[config.mk]
export PLATFORM = sky130hd
export DESIGN_NAME = lc3b_rf
export DESIGN_NICKNAME = d
export VERILOG_FILES = /design/src/hdl/lc3b_pkg.sv /design/src/hdl/lc3b_rf.sv
export SDC_FILE = /design/constraint.sdc
export NUM_CORES = 1
export LEC_CHECK = 0
export BUFFER_PORTS_ARGS = -buffer_cell sky130_fd_sc_hd__buf_4
export CORE_AREA = 2 2 116 118
export CTS_CLUSTER_SIZE = 24
export DETAILED_ROUTE_END_ITERATION = 16
export DIE_AREA = 0 0 118 120
export GPL_TIMING_DRIVEN = 0
export PLACE_DENSITY = 0.74
export SKIP_LAST_GASP = 1
export SYNTH_ARGS = -nofsm -noshare
export SYNTH_HDL_FRONTEND = slang
export SYNTH_SLANG_ARGS = --single-unit
export TNS_END_PERCENT = 100
[constraint.sdc]
create_clock -name clk -period 4.3 [get_ports clk]
set_input_delay 0.215 -clock clk [delete_from_list [all_inputs] [get_ports clk]]
set_output_delay 0.215 -clock clk [all_outputs]
set_load 0.02 [all_outputs]
[src/hdl/lc3b_pkg.sv]
`timescale 1ns / 1ps
package lc3b_pkg;

	localparam int MEM_WORDS_DEF = 32768;
	localparam int NUM_REGS = 8;

	localparam logic [2:0] FLAGS_N = 3'b100;
	localparam logic [2:0] FLAGS_Z = 3'b010;
	localparam logic [2:0] FLAGS_P = 3'b001;

	typedef enum logic [1:0] {
		REQ_WRITE = 2'd0,
		REQ_READ  = 2'd1,
		REQ_SETPC = 2'd2,
		REQ_EXEC  = 2'd3
	} req_t;

	typedef enum logic [2:0] {
		ST_CLEAR,
		ST_IDLE,
		ST_DEC,
		ST_EX,
		ST_MEM,
		ST_FIN
	} state_t;

	localparam logic [3:0] OP_BR   = 4'd0;
	localparam logic [3:0] OP_ADD  = 4'd1;
	localparam logic [3:0] OP_LDB  = 4'd2;
	localparam logic [3:0] OP_STB  = 4'd3;
	localparam logic [3:0] OP_JSR  = 4'd4;
	localparam logic [3:0] OP_AND  = 4'd5;
	localparam logic [3:0] OP_LDW  = 4'd6;
	localparam logic [3:0] OP_STW  = 4'd7;
	localparam logic [3:0] OP_XOR  = 4'd9;
	localparam logic [3:0] OP_JMP  = 4'd12;
	localparam logic [3:0] OP_SHF  = 4'd13;
	localparam logic [3:0] OP_LEA  = 4'd14;
	localparam logic [3:0] OP_TRAP = 4'd15;

	localparam logic [2:0] LINK_REG = 3'd7;

	typedef struct packed {
		logic        wr;
		logic [2:0]  dr;
		logic [15:0] rv;
		logic        set_cc;
		logic [15:0] npc;
		logic [15:0] ea;
		logic        need_mem;
		logic        st_word;
	} exec_t;

	function automatic logic [2:0] cc_of(input logic [15:0] v);
		if (v[15])
			return FLAGS_N;
		else if (v == 16'd0)
			return FLAGS_Z;
		else
			return FLAGS_P;
	endfunction

	// word address reduced into the memory; depth is at least 256, so the
	// quotient of a 15-bit address fits in seven bits
	function automatic logic [14:0] word_mod(input logic [14:0] a, input int m);
		logic [14:0] r;
		r = a;
		for (int k = 6; k >= 0; k--) begin
			if (32'(r) >= (m << k))
				r = r - 15'(m << k);
		end
		return r;
	endfunction

endpackage

[src/hdl/lc3b_rf.sv]
`timescale 1ns / 1ps
module lc3b_rf (
	input  logic        clk,
	input  logic        we,
	input  logic [2:0]  waddr,
	input  logic [15:0] wdata,
	input  logic        re,
	input  logic [2:0]  raddr_a,
	input  logic [2:0]  raddr_b,
	output logic [15:0] rdata_a,
	output logic [15:0] rdata_b
);

	import lc3b_pkg::*;

	logic [15:0] regs [NUM_REGS];

	always_ff @(posedge clk) begin
		if (we)
			regs[waddr] <= wdata;
	end

	always_ff @(posedge clk) begin
		if (re) begin
			rdata_a <= regs[raddr_a];
			rdata_b <= regs[raddr_b];
		end
	end

endmodule

* Yosys cells after proc, flatten, opt, wreduce, memory -nomap -nowiden
Memories as Yosys holds them, arrays and structs flattened. A register that Yosys moved wholly into a read port is not among the register bits. Cells that the tools add are included.
Word-level totals: register bits after elaboration 0, latch bits 0, RAM bits 128, memory bits (read-only) 0, output and inout bits 32, memories kept 1
Operators by class: $add $sub $neg 0, multipliers 0, div/mod/pow operators 0, order comparisons 0, eq/ne operators 0, shift operators 0, mux-type cells 2, bitwise operators 0, reduce and logical (&&, ||, !) cells 0
Memory list:
- regs | depth 8, bits a word 16, rd ports 2, clocked after memory_dff 2, wr ports 1, line lc3b_rf.sv:16 | logic [15:0] regs [NUM_REGS];
Operator list (count):
- 1-bit two-way mux | 2

* Logic depth before layout (Yosys ltp)
depth in word-level cells 2, depth in mapped cells 4, mapped depth without buffers 2

* Worst setup path before layout
No wires, ideal clock.
kind in2reg, start point in waddr[2], end point mem regs[0][0], enable pin, arrival time 1.528 ns, required time 3.891 ns, setup slack 2.362 ns, stages on the path 2, path through nand2b_1 -> nor3_1
RTL lines:
- from (decl) | line lc3b_rf.sv:5 | input logic [2:0] waddr,
- to (decl) | line lc3b_rf.sv:16
No word-level cell before the write port.

==> flow_metrics.env <==
export IMPL_port_buffers=55
export IMPL_antenna_found_initial=0
export IMPL_die_area_um2=14200
export IMPL_hold_buffers=0
export IMPL_synth_cell_types=12
export IMPL_required_ns=4.47
export IMPL_setup_viol=0
export IMPL_seq_area_um2=4800
export IMPL_busiest_layer="met2"
export IMPL_rows=42
export IMPL_clk_latency_ns=0.43
export IMPL_tritoncts="yes"
export IMPL_outcome="complete, no violations"
export IMPL_ir_worst_vdd_uv=335
export IMPL_power_density_nw_per_um2=429
export IMPL_critPathKind="primary input to flop"
export IMPL_setup_tns_ns=0
export IMPL_avgSynthCellArea_um2=24.4
export IMPL_grt_first_pass_wirelength_um=21000
export IMPL_grt_use_met3=0.0528
export IMPL_relSlewSlack=0.405
export IMPL_period_share=0.344
export IMPL_syn_num_nets=315
export IMPL_place_ws_ns=2.39
export IMPL_die_y_um=120
export IMPL_startpoint_type="primary input"
export IMPL_grt_max_degree=33
export IMPL_cts_root_buf="clkbuf_16"
export IMPL_die_x_um=118
export IMPL_fill_cells=866
export IMPL_drc=0
export IMPL_synth_area_um2=7010
export IMPL_stdcell_area_um2=8400
export IMPL_layout_cells_most_common="edfxtp_1"
export IMPL_overflow=0
export IMPL_period_needed_ns=1.48
export IMPL_clk_pin_slew_ns=0.06
export IMPL_fmax_mhz=677
export IMPL_synth_top_area_frac=0.686
export IMPL_path_max_fanout=10
export IMPL_first_pass_iters=4
export IMPL_ctsResizeCount=0
export IMPL_cts_max_level=4
export IMPL_antenna_cells=0
export IMPL_drv_cap=0
export IMPL_post_dp_cell_area_um2=7830
export IMPL_cts_sinks=160
export IMPL_postLayoutSetupSlackWorst_ns=2.82
export IMPL_drt_wl_total_um=14200
export IMPL_wl_per_cell_um=25.4
export IMPL_synth_area_leader_cell="edfxtp_1"
export IMPL_gr_usage_met2=0.352
export IMPL_place_congestion=0.698
export IMPL_start_util=0.540
export IMPL_hold_violations=0
export IMPL_finClkSkew_ns=0.00592
export IMPL_tightest_slew_ns=0.888
export IMPL_routed_via_count=3342
export IMPL_ys_warn_count=0
export IMPL_layout_common_cells="edfxtp_1 (160), mux4_1 (56), buf_4 (55)"
export IMPL_vias_per_cell=5.98
export IMPL_core_um2=13000
export IMPL_use_met1=0.280
export IMPL_ioPinCount=60
export IMPL_multi_input_area_um2=2100
export IMPL_min_path_type="primary input to flop"
export IMPL_final_nets=398
export IMPL_cts_buffers=17
export IMPL_grt_pass1_vias=3471
export IMPL_gr_usage_all_layers=0.214
export IMPL_ys_seq_area_frac=0.686
export IMPL_synth_area_leaders="edfxtp_1 (69%), mux4_1 (21%), mux2_2 (5.1%)"
export IMPL_clock_path_buffers=2
export IMPL_ys_ff_latch=160
export IMPL_leakagePower_nw=2.95
export IMPL_area_growth_syn_to_layout_pct=20.0
export IMPL_cp_end_kind="flop"
export IMPL_rsz0062_at_grt="no"
export IMPL_arrival_ns=1.65
export IMPL_syn_inst=287
export IMPL_slew_viol_final=0
export IMPL_drt_initial_drc_count=202
export IMPL_dp_hpwl_um=8810
export IMPL_final_antenna_net_count=0
export IMPL_post_cts_buffers=0
export IMPL_drive_above_1_share=0.392
export IMPL_postLayoutCoreUtil=0.647
## synth_stat cells, drive strengths merged
cell type and instances:
edfxtp 160, mux4 64, mux2 32, buf 14, nor2 6, clkbuf 4
nand2b 3, nand2 2, nor3 2
## worst max-delay path, cell delays in order
cell and delay [ns]:
buf_4 0.11, clkbuf_1 0.62, mux4_1 0.41, mux2_2 0.29
## flip-flops by register name, summed over array words and instances, names as in the netlist
name,cells
rdata_a,16
rdata_b,16
regs,128
## power breakdown
group	switching [W]	internal, W
clock network	0.000576	0.000905
logic	0.000154	0.000157
registers	0.0000214	0.00179
## kinds of logic (layout without fill, tap and decap cells)
kind of cell,after synthesis,count (layout),synth area share
buf+inv,18,114,0.0186
simple gates,13,13,0.00839
flops,160,160,0.686
mux,96,96,0.287
## final timing paths
| check | from | slack, ns | to | cells past startpoint |
|---|---|---|---|---|
| worst min-delay path | wdata[1] | 0.02 | regs[0][1] | 1 |
| worst max register to register | regs[1][1] | 2.82 | rdata_a[1] | 2 |
| worst min register to register | regs[5][0] | 0.78 | rdata_b[0] | 2 |
| worst max-delay path | raddr_a[2] | 2.82 | rdata_a[6] | 4 |
## metrics by stage
| step | instances | power (W) | hold WS, ns |
|---|---|---|---|
| global route | 559 | 0.00371 | 0.0107 |
| global placement | 518 | 0.00214 | 0.444 |
| detailed placement | 527 | 0.00216 | 0.453 |
| floorplan | 287 | 0.00202 | 0.314 |
| finish | 559 | 0.00361 | 0.0206 |
| CTS | 559 | 0.00363 | 0.00466 |
## layer usage
metal / routed length [um] / share of wire
met5: 0 / 0
met4: 174 / 0.012
met3: 595 / 0.042
met2: 7360 / 0.52
met1: 6050 / 0.43
## cell type report
cell class | instances | share of cell area
flip-flops and latches | 160 | 0.572
multi-input cells | 109 | 0.249
repair buffers | 64 | 0.0683
clock buffers | 20 | 0.0520
well taps | 176 | 0.0262
clock inverters | 12 | 0.0170
plain buffers | 18 | 0.0155
Note: power is estimated with default switching activity, not from simulation.
