`src/hdl/lc3b_pkg.sv`:
```
`timescale 1ns / 1ps
package lc3b_pkg;

	localparam int MEM_WORDS_DEF = 32768;
	localparam int NUM_REGS = 8;

	localparam logic [2:0] FLAGS_N = 3'b100;
	localparam logic [2:0] FLAGS_Z = 3'b010;
	localparam logic [2:0] FLAGS_P = 3'b001;

	typedef enum logic [1:0] {
		REQ_WRITE = 2'd0,
		REQ_READ  = 2'd1,
		REQ_SETPC = 2'd2,
		REQ_EXEC  = 2'd3
	} req_t;

	typedef enum logic [2:0] {
		ST_CLEAR,
		ST_IDLE,
		ST_DEC,
		ST_EX,
		ST_MEM,
		ST_FIN
	} state_t;

	localparam logic [3:0] OP_BR   = 4'd0;
	localparam logic [3:0] OP_ADD  = 4'd1;
	localparam logic [3:0] OP_LDB  = 4'd2;
	localparam logic [3:0] OP_STB  = 4'd3;
	localparam logic [3:0] OP_JSR  = 4'd4;
	localparam logic [3:0] OP_AND  = 4'd5;
	localparam logic [3:0] OP_LDW  = 4'd6;
	localparam logic [3:0] OP_STW  = 4'd7;
	localparam logic [3:0] OP_XOR  = 4'd9;
	localparam logic [3:0] OP_JMP  = 4'd12;
	localparam logic [3:0] OP_SHF  = 4'd13;
	localparam logic [3:0] OP_LEA  = 4'd14;
	localparam logic [3:0] OP_TRAP = 4'd15;

	localparam logic [2:0] LINK_REG = 3'd7;

	typedef struct packed {
		logic        wr;
		logic [2:0]  dr;
		logic [15:0] rv;
		logic        set_cc;
		logic [15:0] npc;
		logic [15:0] ea;
		logic        need_mem;
		logic        st_word;
	} exec_t;

	function automatic logic [2:0] cc_of(input logic [15:0] v);
		if (v[15])
			return FLAGS_N;
		else if (v == 16'd0)
			return FLAGS_Z;
		else
			return FLAGS_P;
	endfunction

	// word address reduced into the memory; depth is at least 256, so the
	// quotient of a 15-bit address fits in seven bits
	function automatic logic [14:0] word_mod(input logic [14:0] a, input int m);
		logic [14:0] r;
		r = a;
		for (int k = 6; k >= 0; k--) begin
			if (32'(r) >= (m << k))
				r = r - 15'(m << k);
		end
		return r;
	endfunction

endpackage

```
`src/hdl/lc3b_alu.sv`:
```
`timescale 1ns / 1ps
module lc3b_alu (
	input  logic [15:0]     ir,
	input  logic [15:0]     pc,
	input  logic [15:0]     s1,
	input  logic [15:0]     s2,
	input  logic [15:0]     trap_vec,
	input  logic [2:0]      flags,
	output lc3b_pkg::exec_t ex
);

	import lc3b_pkg::*;

	logic [3:0]  op;
	logic [15:0] npc;
	logic [15:0] opnd;
	logic [15:0] off6;
	logic [15:0] off6w;
	logic [15:0] off9;
	logic [15:0] off11;

	always_comb begin
		op    = ir[15:12];
		npc   = pc + 16'd2;
		opnd  = ir[5] ? {{11{ir[4]}}, ir[4:0]} : s2;
		off6  = {{10{ir[5]}}, ir[5:0]};
		off6w = {{9{ir[5]}}, ir[5:0], 1'b0};
		off9  = {{6{ir[8]}}, ir[8:0], 1'b0};
		off11 = {{4{ir[10]}}, ir[10:0], 1'b0};

		ex     = '0;
		ex.dr  = ir[11:9];
		ex.npc = npc;

		case (op)
			OP_ADD: begin
				ex.wr = 1'b1; ex.set_cc = 1'b1; ex.rv = s1 + opnd;
			end
			OP_AND: begin
				ex.wr = 1'b1; ex.set_cc = 1'b1; ex.rv = s1 & opnd;
			end
			OP_XOR: begin
				ex.wr = 1'b1; ex.set_cc = 1'b1; ex.rv = s1 ^ opnd;
			end
			OP_SHF: begin
				ex.wr = 1'b1; ex.set_cc = 1'b1;
				if (!ir[4])
					ex.rv = s1 << ir[3:0];
				else if (!ir[5])
					ex.rv = s1 >> ir[3:0];
				else
					ex.rv = 16'($signed(s1) >>> ir[3:0]);
			end
			OP_BR: begin
				if ((ir[11:9] & flags) != 3'd0)
					ex.npc = npc + off9;
			end
			OP_JMP: begin
				ex.npc = s1;
			end
			OP_JSR: begin
				ex.wr = 1'b1; ex.dr = LINK_REG; ex.rv = npc;
				ex.npc = ir[11] ? npc + off11 : s1;
			end
			OP_LEA: begin
				ex.wr = 1'b1; ex.rv = npc + off9;
			end
			OP_LDB: begin
				ex.wr = 1'b1; ex.set_cc = 1'b1; ex.need_mem = 1'b1; ex.ea = s1 + off6;
			end
			OP_LDW: begin
				ex.wr = 1'b1; ex.set_cc = 1'b1; ex.need_mem = 1'b1; ex.ea = s1 + off6w;
			end
			OP_STB: begin
				ex.need_mem = 1'b1; ex.ea = s1 + off6;
			end
			OP_STW: begin
				ex.st_word = 1'b1; ex.ea = s1 + off6w;
			end
			OP_TRAP: begin
				ex.wr = 1'b1; ex.dr = LINK_REG; ex.rv = npc; ex.npc = trap_vec;
			end
			default: begin
			end
		endcase
	end

endmodule

```
`config.mk`:
```
export PLATFORM = sky130hd
export DESIGN_NAME = lc3b_alu
export DESIGN_NICKNAME = d
export VERILOG_FILES = /design/src/hdl/lc3b_pkg.sv /design/src/hdl/lc3b_alu.sv
export SDC_FILE = /design/constraint.sdc
export NUM_CORES = 1
export LEC_CHECK = 0
export BUFFER_PORTS_ARGS = -buffer_cell sky130_fd_sc_hd__buf_4
export CORE_AREA = 2 2 96 108
export DETAILED_ROUTE_END_ITERATION = 12
export DIE_AREA = 0 0 98 110
export PLACE_DENSITY = 0.92
export SYNTH_ARGS = -nofsm -noshare
export SYNTH_HDL_FRONTEND = slang
export SYNTH_SLANG_ARGS = --single-unit
```
`constraint.sdc`:
```
create_clock -name vclk -period 8.7
set_input_delay 0.435 -clock vclk [all_inputs]
set_output_delay 0.435 -clock vclk [all_outputs]
set_load 0.005 [all_outputs]
```
Yosys cells after proc, flatten, opt, wreduce, memory -nomap -nowiden
Cells that the tools add are included. Widths: inputs -> output; s select.

Output and inout port bits: 55. Bits in registers: 0. Input bits: 83.

Add/sub/neg operators: 6. Eq/ne operators: 12. Bitwise operators: 3. Mux-type cells: 13. Shift-type cells: 3. Reductions and logical operators: 8.

Operators by type and width (number): $pmux 16 s6 (1); $add 16x16->16 (5); $mux 16 (5); $pmux 16 s4 (1); $pmux 16 s2 (1); $eq 4x4->1 const B (5); $add 16x2->16 const B (1); $and 16x16->16 (1); $eq 4x3->1 const B (4); $shl 16x4->16 (1); $shr 16x4->16 (1); $sshr 16x4->16 (1); $xor 16x16->16 (1); $reduce_or 9->1 (1); $eq 4x2->1 const B (2); $reduce_or 2->1 (3); $reduce_or 6->1 (1); $eq 4x1->1 const B (1); $logic_not 4->1 (1); $mux 1 (4); $and 3x3->3 (1); $mux 3 (1); $reduce_bool 3->1 (1); $reduce_or 3->1 (1).

Logic depth before layout (Yosys ltp)
Gate-level depths: netlist of the first run.

Word-level depth: 4. Mapped depth: 15. Mapped depth without buffers: 14.

Worst setup path before layout of the first run
Ideal clock, no wire load.

Path type: input to output. Start: input ir[4]. End: output ex[50] in the netlist's numbering. Arrival time: 3.420 ns. Stages on the path: 15. Buffers on the path: 5. Setup slack: 4.845 ns. Cells stage by stage: clkbuf_1 -> clkbuf_1 -> clkbuf_1 -> nand2_1 -> clkbuf_1 -> o21ai_0 -> ha_1 -> clkbuf_1 -> a21o_1 -> a21oi_1 -> o21bai_1 -> o41ai_1 -> o21ai_0 -> xnor2_1 -> o211ai_1.

RTL lines: from (decl) (RTL line lc3b_alu.sv:3) `input logic [15:0] ir,`; to (decl) (RTL line lc3b_alu.sv:9) `output lc3b_pkg::exec_t ex`.

==> results of run 1 <==
layout make-up:
| type | count | area, µm² |
|---|---|---|
| fillers | 873 | 2790 |
| inverters | 49 | 184 |
| multi-input cells | 761 | 5480 |
| well taps | 120 | 150 |
| repair buffers | 139 | 1040 |
per-stage QoR:
stage,setup slack [ns],util
2_1_floorplan,4.85,-
3_3_place_gp,4.78,0.711
3_5_place_dp,4.75,0.711
4_1_cts,4.74,0.711
5_1_grt,4.40,0.711
6_report,4.65,0.711
power by group through the flow:
stage	clock, W	sequential [W]	combinational [W]
after detailed placement	0	0	0.000486
after CTS	0	0	0.000488
after floorplan	0	0	0.000320
after global placement	0	0	0.000482
after global routing	0	0	0.000540
final	0	0	0.000501
per-layer routing:
metal  GRT usage  vias to the layer above  part of all wire
met3      0.0404                      134              0.11
met2       0.672                      531              0.44
li1            -                     3462                 -
met4       0.248                        0             0.074
met1       0.527                     3407              0.37
met5           0                        -                 0
cell families after synthesis:
group / Yosys count
compound gates: 327
simple gates: 262
buf+inv: 107
fa+ha+maj: 61
mux: 57
xor+xnor: 54
worst max-delay path, cell delays in order:
cell      delay [ns]
buf_4           0.38
clkinv_1        0.65
fa_1            0.67
nor2b_1         0.23
o31ai_1         0.16
a211oi_1        0.32
o32ai_1         0.14
xnor2_1         0.14
a21oi_1         0.22
a22oi_1         0.10
buf_4           0.17
worst max-delay path by stage:
stage | cells after the start | slack (ns) | from | end
after floorplan | 15 | 4.85 | ir[4] | ex[50]
after global placement | 11 | 4.78 | ir[1] | ex[31]
after detailed placement | 11 | 4.75 | ir[1] | ex[33]
after CTS | 11 | 4.74 | ir[1] | ex[33]
after global routing | 11 | 4.40 | ir[5] | ex[50]
final | 11 | 4.65 | ir[1] | ex[33]
layout by cell type, fill, tap and decap left out, drive strengths merged, types with 4 or more instances in the layout:
| cell | Yosys | routed |
|---|---|---|
| a211o | 9 | 9 |
| a211oi | 13 | 13 |
| a21o | 30 | 30 |
| a21oi | 64 | 64 |
| a221oi | 7 | 7 |
| a222oi | 6 | 6 |
| a22oi | 26 | 26 |
| a31oi | 13 | 13 |
| and3 | 7 | 7 |
| and4 | 5 | 5 |
| buf | 14 | 139 |
| fa | 4 | 4 |
| ha | 57 | 57 |
| inv | 47 | 47 |
| mux2 | 9 | 9 |
| mux2i | 33 | 33 |
| mux4 | 15 | 15 |
| nand2 | 76 | 76 |
| nand2b | 8 | 8 |
| nand3 | 19 | 19 |
| nand4 | 12 | 12 |
| nor2 | 79 | 79 |
| nor2b | 9 | 9 |
| nor3 | 22 | 22 |
| o211ai | 14 | 14 |
| o21a | 12 | 12 |
| o21ai | 68 | 68 |
| o21bai | 7 | 7 |
| o221ai | 15 | 15 |
| o22ai | 9 | 9 |
| o31ai | 7 | 7 |
| or2 | 8 | 8 |
| or3 | 6 | 6 |
| xnor2 | 28 | 28 |
| xor2 | 26 | 26 |
==> reports/results.tsv, run 1 <==
stage	metric	value	unit
status	outcome	complete, no violations	
sta	Fin Hold WS	1.16	ns
finish	Area Overhead vs Synth	16.3	%
pwr	Lkg Pwr	3.15	nW
sta	Slew Limit Fails	0	
global_routing	gr usage total	0.411	
yosys	largest family of logic cells by synthesized area	compound AO/OA/AOI/OAI gates	
worst_setup_path	worst-path fanout max	39	
drt	wire per inst	21.5	µm
finish	# nets final	1095	
global_routing	initial antenna violation count	0	
yosys	post-synthesis area per instance	6.79	µm²
placement	DP Area	6860	µm²
pwr	Logic pwr share	1.000	
finish	n_diodes	0	
sta	maximum clock frequency	247	MHz
finish	non-filler cells, final	1069	
sta	Worst-Margin Slew	1.20	ns
drt	Via Count	7534	
yosys	most frequent cell after synthesis	nor2_1	
yosys	synth top area cells	ha_1, o21ai_0, mux4_2	
sta	max_slew headroom	0.195	
finish	Seq cells	0	
yosys	Distinct cells, synth	63	
yosys	Synth Area in Simple Gates	0.208	
yosys	Netlist Area Pre-Place	5890	µm²
global_routing	first-pass GRT wire length	35600	µm
yosys	Synth Area in Compound Gates	0.376	
placement	dpl cells	1069	
yosys	post-synthesis adder-cell area fraction	0.135	
drt	DRT Pass-1 Iters	6	
pwr	Psw	0.000286	W
sta	unrepaired setup endpoints after global routing	false	
finish	ratio of cells with drive above 1 in the final layout	0.188	
pwr	PwrDens	73.0	nW/µm²
yosys	Synthesized Nets	1012	
placement	DP HPWL	17800	µm
floorplanning	initial core utilization	0.611	
floorplanning	core area	9650	µm²
worst_hold_path	hold crit path type	in -> out	
sta	# setup viols final	0	
pwr	VDD IR max	0.0512	mV
sta	Fin. Hold Viols	0	
global_routing	GRT Residual Overflow	0	
drt	Vias per Instance	7.05	
worst_setup_path	Worst Setup End Kind	output pin	
drt	DRC Markers	0	
floorplanning	die width	98	µm
worst_setup_path	Startpoint Class	primary input	
pwr	Pwr Total	0.000501	W
worst_hold_path	hold depth	3	
yosys	share of the synthesized area in the top cell type	0.121	
finish	final instance area	6860	µm²
worst_setup_path	CP Class	in -> out	
drt	post-route ant nets	0	
cts	PostCTS Resize Cnt	0	
drt	initial DRC count	956	
floorplanning	Die H	110	µm
placement	RD Place Congestion	1.13	
yosys	synth warn	0	
finish	Storage cell area	0	µm²
sta	setup_tns	0	ns
worst_hold_path	critical hold path startpoint	ir[9]	
sta	fin crit period	4.05	ns
drt	routed wire length	23000	µm
yosys	top cells by count, synth	nor2_1, nand2_1, o21ai_0	
pwr	sequential power share	0	
pwr	clock power share	0	
worst_setup_path	Crit path arrival time	3.61	ns
yosys	Seq/Total Area, Yosys	0	
yosys	area leader, netlist	ha_1	
floorplanning	num rows	38	
cts	cts hold-fix bufs	0	
sta	Final Cycle Share	0.465	
worst_hold_path	WHS Endpoint	ex[51]	
finish	clkbuf count	0	
floorplanning	IO Pins	138	
global_routing	vias in the first global route	6848	
yosys	Synth Area in XOR/XNOR	0.0802	
yosys	Mapped Cells	868	
placement	PortBufs	138	
pwr	switching part of the total	0.572	
floorplanning	die area	10800	µm²
yosys	mux share of post-synthesis cell area	0.131	
run	Max Cap Violations	0	
cts	Post-CTS Setup Bufs	0	
worst_setup_path	WP data required	8.27	ns
global_routing	pin count of the biggest net entering global routing	42	
pwr	P_int	0.000214	W
Note: power is estimated with default switching activity, not from simulation.
==> run 2: changes to the inputs <==
CORE_AREA = 2 2 105 117   (was 2 2 96 108)
DIE_AREA = 0 0 107 119   (was 0 0 98 110)
PLACE_DENSITY = 0.82   (was 0.92)
clock period = 3.4 ns   (was 8.7 ns; I/O delays follow)
==> reports/results.tsv, run 2 (same netlist as run 1, synthesis figures left out) <==
stage	metric	value	unit
pwr	clock power share	0	
worst_setup_path	Startpoint Class	primary input	
floorplanning	core area	11700	µm²
global_routing	initial antenna violation count	1	
pwr	Logic pwr share	1.000	
worst_setup_path	crit path buf inv count	2	
sta	Slew Limit Fails	0	
drt	post-route ant nets	0	
worst_setup_path	Top delay family on crit path	compound AO/OA/AOI/OAI gates	
finish	clkbuf count	0	
worst_setup_path	worst-path fanout max	5	
sta	Final Cycle Share	0.953	
placement	PortBufs	138	
sta	maximum clock frequency	308	MHz
worst_setup_path	WP data required	3.23	ns
pwr	P_int	0.000576	W
worst_setup_path	Crit path arrival time	3.07	ns
pwr	Lkg Pwr	3.30	nW
global_routing	GRT Residual Overflow	0	
global_routing	gr usage total	0.372	
placement	DP HPWL	19100	µm
worst_hold_path	critical hold path startpoint	ir[9]	
run	Max Cap Violations	0	
sta	Fin. Hold Viols	0	
drt	initial DRC count	848	
floorplanning	IO Pins	138	
status	outcome	complete, no violations	
sta	max_slew headroom	0.270	
drt	wire per inst	21.6	µm
worst_setup_path	CP Class	in -> out	
global_routing	first-pass GRT wire length	37500	µm
floorplanning	Die H	119	µm
worst_setup_path	slowest cell delay on critical path	0.43	ns
worst_setup_path	Slowest-stage cell, CP	o31ai_1	
drt	DRC Markers	0	
worst_setup_path	Worst Setup End Kind	output pin	
worst_hold_path	hold crit path type	in -> out	
worst_hold_path	WHS Endpoint	ex[51]	
global_routing	vias in the first global route	7075	
finish	commonest non-fill, non-tap cell in the layout	buf_4	
finish	Seq cells	0	
sta	Worst Slack Setup Final	0.158	ns
floorplanning	die width	107	µm
sta	# setup viols final	0	
drt	routed wire length	24400	µm
finish	ratio of cells with drive above 1 in the final layout	0.213	
sta	Worst-Margin Slew	1.09	ns
floorplanning	die area	12700	µm²
finish	most frequent cells in the layout	buf_4, nor2_1, nand2_1	
finish	Storage cell area	0	µm²
floorplanning	initial core utilization	0.503	
sta	unrepaired setup endpoints after global routing	false	
pwr	VDD IR max	0.0985	mV
pwr	Psw	0.000754	W
global_routing	pin count of the biggest net entering global routing	39	
drt	DRT Pass-1 Iters	5	
sta	fin crit period	3.24	ns
sta	setup_tns	0	ns
finish	# fillers	1142	
finish	# nets final	1125	
drt	Vias per Instance	6.79	
pwr	sequential power share	0	
finish	n_diodes	0	
finish	Area Overhead vs Synth	21.0	%
pwr	PwrDens	186	nW/µm²
worst_setup_path	worst path cell trace	buf_4 > ha_1 > xor2_1 > ha_1 > nor2b_1 > o31ai_1 > a21oi_1 > nor2_1 > xor2_1 > o221ai_1 > buf_4	
placement	RD Place Congestion	1.06	
worst_hold_path	hold depth	3	
floorplanning	num rows	42	
pwr	switching part of the total	0.567	
drt	Via Count	7697	
placement	dpl ws	0.174	ns
==> run 2: cell count changes in the layout (fill, tap and decap cells not counted) <==
cell / delta
nor3_2: +1
o21ai_0: -1
buf_4: +30
o21ai_1: +1
nor3_1: -1
==> run 2: layout make-up <==
type | instances | area, µm² | share of cell area
inverter | 49 | 184 | 0.0258
multi-input combinational | 761 | 5490 | 0.769
tap | 154 | 193 | 0.0270
timing repair buffer | 169 | 1270 | 0.178
==> run 2: through the flow <==
step	instances	util	instance area, µm²	total power [W]	hold slack, ns
finish	1133	0.608	7130	0.00133	0.640
global placement	1133	0.608	7130	0.00128	0.624
global route	1133	0.608	7130	0.00143	0.652
CTS	1133	0.608	7130	0.00130	0.636
detailed placement	1133	0.608	7130	0.00129	0.636
floorplan	868	-	5890	0.000819	0.423
==> run 2: how the worst max path moves through the flow <==
stage	start	endpoint	slack, ns	cells past startpoint
floorplan	ir[4]	ex[50]	0.08	15
global placement	pc[1]	ex[32]	0.22	15
detailed placement	pc[1]	ex[32]	0.17	15
CTS	pc[1]	ex[32]	0.17	15
global route	pc[1]	ex[33]	0.01	16
finish	pc[1]	ex[44]	0.16	11
==> run 2: what timing repair did <==
item | CTS | global route
hold endpoints to repair | 0 | 0
resized for setup | 0 | 2
endpoints found under the setup margin | 0 | 3
hold buffers | 0 | 0
setup buffers | 0 | 0
==> run 2: power by group through the flow <==
stage	Combinational (W)	Sequential [W]	Clock [W]
2_1_floorplan	0.000819	0	0
3_3_place_gp	0.00128	0	0
3_5_place_dp	0.00129	0	0
4_1_cts	0.00130	0	0
5_1_grt	0.00143	0	0
6_report	0.00133	0	0
==> run 2: routing by layer <==
metal	up-vias	wire, µm	GRT usage
li1	3530	-	-
met1	3533	9150	0.471
met2	514	10900	0.611
met3	118	2450	0.0301
met4	2	1910	0.220
met5	-	19	0
